--- src/hdl/twdtw_pkg.sv ---
package twdtw_pkg;

    localparam int NUM_BANDS = 4;
    localparam int BAND_W    = 16;
    localparam int TIME_W    = 10;
    localparam int COST_W    = 32;
    localparam int COL_W     = 16;
    localparam int CFG_W     = 16;
    localparam int CFG_IDX_W = 3;

    localparam logic [1:0] OP_LOAD   = 2'd0;
    localparam logic [1:0] OP_SERIES = 2'd1;
    localparam logic [1:0] OP_FLUSH  = 2'd2;
    localparam logic [1:0] OP_CLEAR  = 2'd3;

    localparam logic [CFG_IDX_W-1:0] REG_CYC_PERIOD  = 3'd0;
    localparam logic [CFG_IDX_W-1:0] REG_GAP_LIMIT   = 3'd1;
    localparam logic [CFG_IDX_W-1:0] REG_ALPHA_GAIN  = 3'd2;
    localparam logic [CFG_IDX_W-1:0] REG_BETA_OFFSET = 3'd3;
    localparam logic [CFG_IDX_W-1:0] REG_BAND_COUNT  = 3'd4;

    localparam logic [COST_W-1:0] COST_UNREACH = 32'hFFFF_FFFF;
    localparam logic [COST_W-1:0] COST_TOP     = 32'hFFFF_FFFE;
    localparam logic [12:0]       LOGISTIC_ONE = 13'd4096;

    typedef struct packed {
        logic [1:0]               opcode;
        logic [TIME_W-1:0]        sample_time;
        logic signed [BAND_W-1:0] band_a;
        logic signed [BAND_W-1:0] band_b;
        logic signed [BAND_W-1:0] band_c;
        logic signed [BAND_W-1:0] band_d;
    } item_t;

    typedef struct packed {
        logic [COL_W-1:0]  column_index;
        logic [COST_W-1:0] last_cost;
        logic              origin_valid;
        logic [COL_W-1:0]  origin_column;
        logic              match_valid;
        logic [COL_W-1:0]  match_column;
        logic [COST_W-1:0] match_cost;
    } result_t;

    typedef struct packed {
        logic [9:0]  cyc_period;
        logic [9:0]  gap_limit;
        logic [15:0] alpha_gain;
        logic [9:0]  beta_offset;
        logic [2:0]  band_count;
    } cfg_t;

    function automatic logic [12:0] logistic_tab(input logic [4:0] idx);
        logic [12:0] v;
        case (idx)
            5'd0:    v = 13'd2048;
            5'd1:    v = 13'd2550;
            5'd2:    v = 13'd2994;
            5'd3:    v = 13'd3349;
            5'd4:    v = 13'd3608;
            5'd5:    v = 13'd3785;
            5'd6:    v = 13'd3902;
            5'd7:    v = 13'd3976;
            5'd8:    v = 13'd4022;
            5'd9:    v = 13'd4051;
            5'd10:   v = 13'd4069;
            5'd11:   v = 13'd4079;
            5'd12:   v = 13'd4086;
            5'd13:   v = 13'd4090;
            5'd14:   v = 13'd4092;
            5'd15:   v = 13'd4094;
            5'd16:   v = 13'd4095;
            5'd17:   v = 13'd4095;
            5'd18:   v = 13'd4095;
            default: v = 13'd4096;
        endcase
        return v;
    endfunction

    function automatic logic [COST_W-1:0] sat_add(input logic [COST_W-1:0] acc,
                                                  input logic [17:0] lc);
        logic [COST_W:0] s;
        s = {1'b0, acc} + {15'd0, lc};
        if (acc == COST_UNREACH)
            return COST_UNREACH;
        else if (s > {1'b0, COST_TOP})
            return COST_TOP;
        else
            return s[COST_W-1:0];
    endfunction

endpackage

--- src/hdl/twdtw_front.sv ---
module twdtw_front import twdtw_pkg::*;
(
    input  logic  clk,
    input  logic  rst_n,
    input  logic  item_valid,
    output logic  item_stall,
    input  item_t item,
    output logic  q_valid,
    input  logic  q_pop,
    output item_t q_item
);

    item_t      buf_reg [2];
    logic       wr_ptr_reg;
    logic       rd_ptr_reg;
    logic [1:0] count_reg;
    logic       push;

    assign item_stall = (count_reg == 2'd2);
    assign push       = item_valid && !item_stall;
    assign q_valid    = (count_reg != 2'd0);
    assign q_item     = buf_reg[rd_ptr_reg];

    always_ff @(posedge clk)
    begin
        if (push)
        begin
            buf_reg[wr_ptr_reg] <= item;
        end
    end

    always_ff @(posedge clk or negedge rst_n)
    begin
        if (!rst_n)
        begin
            wr_ptr_reg <= 1'b0;
            rd_ptr_reg <= 1'b0;
            count_reg  <= 2'd0;
        end
        else
        begin
            if (push)
            begin
                wr_ptr_reg <= !wr_ptr_reg;
            end
            if (q_pop && q_valid)
            begin
                rd_ptr_reg <= !rd_ptr_reg;
            end
            count_reg <= count_reg + {1'b0, push} - {1'b0, (q_pop && q_valid)};
        end
    end

endmodule

--- config.mk ---
export PLATFORM = sky130hd
export DESIGN_NAME = twdtw_front
export DESIGN_NICKNAME = d
export VERILOG_FILES = /design/src/hdl/twdtw_pkg.sv /design/src/hdl/twdtw_front.sv
export SDC_FILE = /design/constraint.sdc
export NUM_CORES = 1
export LEC_CHECK = 0
export BUFFER_PORTS_ARGS = -buffer_cell sky130_fd_sc_hd__buf_2
export CELL_PAD_IN_SITES_DETAIL_PLACEMENT = 0
export CELL_PAD_IN_SITES_GLOBAL_PLACEMENT = 2
export CORE_ASPECT_RATIO = 1.5
export CORE_MARGIN = 2
export CORE_UTILIZATION = 40
export CTS_BUF_LIST = sky130_fd_sc_hd__clkbuf_8
export DETAILED_ROUTE_END_ITERATION = 10
export PLACE_DENSITY_LB_ADDON = 0.08
export SYNTH_ARGS = -nofsm -noshare
export SYNTH_HDL_FRONTEND = slang
export SYNTH_SLANG_ARGS = --single-unit
--- constraint.sdc ---
create_clock -name clk -period 5.4 [get_ports clk]
set_clock_uncertainty 0.1 [all_clocks]
set_input_delay 0.54 -clock clk [delete_from_list [all_inputs] [get_ports clk]]
set_output_delay 0.54 -clock clk [all_outputs]
set_load 0.02 [all_outputs]
==> flow_metrics.py <==
metrics = {
    "run_status": {
        "status": "finished clean",
    },
    "worst_setup_path": {
        "start_kind": "flop",
        "arrival_ns": 2.48,
        "cp_data_required_time_ns": 4.76,
        "path_max_fanout": 43,
        "worst_setup_path_end_kind": "output pin",
        "crit_type": "reg -> out",
    },
    "synth": {
        "synthAdderAreaFrac": 0.00430,
        "synth.distinct_cells": 17,
        "synth-seq-cells": 156,
        "synthFlopType": "edfxtp_1",
        "synth.most_common_cell": "edfxtp_1",
        "synth_top_area_frac": 0.784,
        "synth_commonest_cells": "152 x edfxtp_1, 46 x mux2_2, 30 x mux2_4",
        "syn-num-nets": 337,
        "yosys.area_share.simple": 0.00559,
        "synth.avg_cell_area_um2": 22.8,
        "synth-edff-count": 152,
        "synth_xor_area_frac": 0.00602,
        "synth_compound_area_frac": 0,
        "yosysTopAreaCell": "edfxtp_1",
        "yosysSeqAreaShare": 0.801,
        "synth_area_leaders": "edfxtp_1 78%, mux2_2 8.9%, mux2_4 7.7%",
        "synth_top_family_by_area": "multiplexers",
        "synthMuxAreaShare": 0.166,
        "yosys_warnings": 0,
        "syn_area_um2": 5820,
        "synthCells": 255,
        "synthArstFlopShare": 0.0256,
    },
    "sta": {
        "fin_setup_tns_ns": 0,
        "setup_viol": 0,
        "max-slew-margin-rel": 0.284,
        "period_share": 0.578,
        "rsz0062_at_grt": "false",
        "period_needed_ns": 3.12,
        "fmax_mhz": 321,
        "worst_slack_ns": 2.28,
        "worstMarginPinSlew_ns": 1.07,
        "hold_viol_final": 0,
        "slew_viol_final": 0,
    },
    "clock_tree": {
        "cts_buffers": 17,
        "cts_hold_buffers": 1,
        "cts_root_buffer": "clkbuf_8",
        "tritoncts": "done",
        "path_clk_slew_ns": 0.09,
        "cts_htree_levels": 4,
        "insertion_delay_ns": 0.42,
        "post_cts_buffers": 0,
        "cts.sinks": 156,
        "clk_path_buf_depth": 2,
        "cts_resized": 0,
    },
    "job": {
        "cap_violations": 0,
    },
    "pwr": {
        "power.share.combinational": 0.344,
        "leakage_nw": 2.74,
        "switching_share": 0.342,
        "power_density_nw_per_um2": 541,
        "pwr-share-seq": 0.461,
        "switchingPower_mw": 1.32,
        "peakVddDrop_mv": 0.258,
        "p_int_mw": 2.55,
        "pwr-share-clk": 0.195,
    },
    "route": {
        "wl_um": 10200,
        "detail_route.iter0.violations": 100,
        "vias": 2877,
        "dr.pass1.iters": 4,
        "wl_per_cell_um": 16.1,
        "drc": 0,
        "vias_per_cell": 4.53,
        "ant_nets": 0,
    },
    "die": {
        "die-area_um2": 15600,
        "die_x_um": 102,
        "die_h_um": 152,
        "rows": 54,
        "core_um2": 14400,
        "boundaryPins": 158,
        "start_util": 0.404,
    },
    "global_route": {
        "antenna_found_initial": 0,
        "grt_max_degree": 77,
        "grt_first_pass_wirelength_um": 15100,
        "first_global_vias": 3082,
        "grt-ovfl-total": 0,
        "track_usage": 0.134,
    },
    "final_layout": {
        "nFillCells": 1257,
        "nNetsFinal": 507,
        "largest_register_ff_count": 152,
        "drive_gt1_frac": 0.612,
        "area_growth_pct": 22.9,
    },
    "placed_design": {
        "io_buffer_count": 157,
        "hpwl_um": 6550,
        "gp_congestion": 0.703,
        "place_ws_ns": 2.68,
    },
    "min_path": {
        "hp-class": "in -> reg",
    },
}
## worst max-delay path, cell delays in order, from the launching register on
cell,delay (ns)
dfrtp_4,0.84
buf_4,0.63
mux2_2,0.40
buf_2,0.16
## cell type report
| cell class | instances | area [um2] | area share |
|---|---|---|---|
| Clock inverter | 15 | 114 | 0.0159 |
| Antenna cell | 1 | 2.50 | 0.000350 |
| Sequential cell | 156 | 4670 | 0.652 |
| Multi-Input combinational cell | 88 | 1070 | 0.150 |
| Inverter | 2 | 7.51 | 0.00105 |
| Tap cell | 196 | 245 | 0.0343 |
| Clock buffer | 17 | 234 | 0.0327 |
| Timing Repair Buffer | 160 | 811 | 0.113 |
## cell families (layout without fill, tap and decap cells)
kind of cell  after synthesis  count (layout)
xor+xnor                    4               4
fa+ha+maj                   2               2
buf+inv                    11             194
flops                     156             156
mux                        76              76
other cells                 0               1
simple gates                6               6
## power by group through the flow
stage               clock [mW]  combinational, mW  sequential [mW]
global placement             0               1.36             1.81
global route             0.840               1.43             1.82
detailed placement           0               1.36             1.82
floorplan                    0               1.06             1.75
CTS                      0.793               1.36             1.79
finish                   0.755               1.33             1.78
## stage by stage
step / std cells / cell area (um2) / util / hold WS [ns] / power (mW)
CTS: 634 / 7150 / 0.497 / 0.144 / 3.95
detailed placement: 601 / 6800 / 0.472 / 0.250 / 3.18
floorplan: 255 / 5820 / - / 0.144 / 2.81
finish: 635 / 7160 / 0.497 / 0.193 / 3.87
global route: 634 / 7150 / 0.497 / 0.139 / 4.09
global placement: 601 / 6800 / 0.472 / 0.249 / 3.17
## worst paths after layout
path / from / to / slack [ns] / cells after the start
worst max-delay path: rd_ptr_reg$_DFFE_PN0P_ / q_item[0] / 2.28 / 3
worst min-delay path: item[58] / buf_reg[1][58]$_DFFE_PP_ / 0.19 / 1
worst max register to register: count_reg[1]$_DFF_PN0_ / buf_reg[0][44]$_DFFE_PP_ / 2.95 / 4
worst min register to register: count_reg[0]$_DFF_PN0_ / count_reg[0]$_DFF_PN0_ / 0.43 / 1
max in group asynchronous: rst_n / rd_ptr_reg$_DFFE_PN0P_ / 4.71 / 2
min in group asynchronous: rst_n / count_reg[1]$_DFF_PN0_ / 0.36 / 2
## metal layers
metal / up-vias / wire [um] / GRT usage
li1: 1349 / - / -
met1: 1416 / 3630 / 0.130
met2: 102 / 5720 / 0.245
met3: 10 / 701 / 0.0555
met4: 0 / 161 / 0.0567
met5: - / 0 / 0
## placed cells by master, fill, tap and decap left out
cell type      synthesis  routed
clkinv_1               0       2
dfrtp_1                4       3
ha_1                   2       2
xor2_1                 1       1
dlygate4sd3_1          0       1
nand2b_1               1       1
edfxtp_1             152     152
or2_2                  1       1
nand2_1                1       1
nor2_4                 0       1
clkinvlp_4             0       4
inv_1                  2       3
and3_4                 0       1
clkbuf_8               0      17
mux2_2                46      46
inv_6                  0       5
diode_2                0       1
buf_4                  0       2
xnor2_1                3       3
buf_2                  4     157
and2_1                 1       1
mux2_4                30      30
clkinv_4               0       2
dfrtp_4                0       1
inv_8                  0       1
Note: power is estimated with default switching activity, not from simulation.
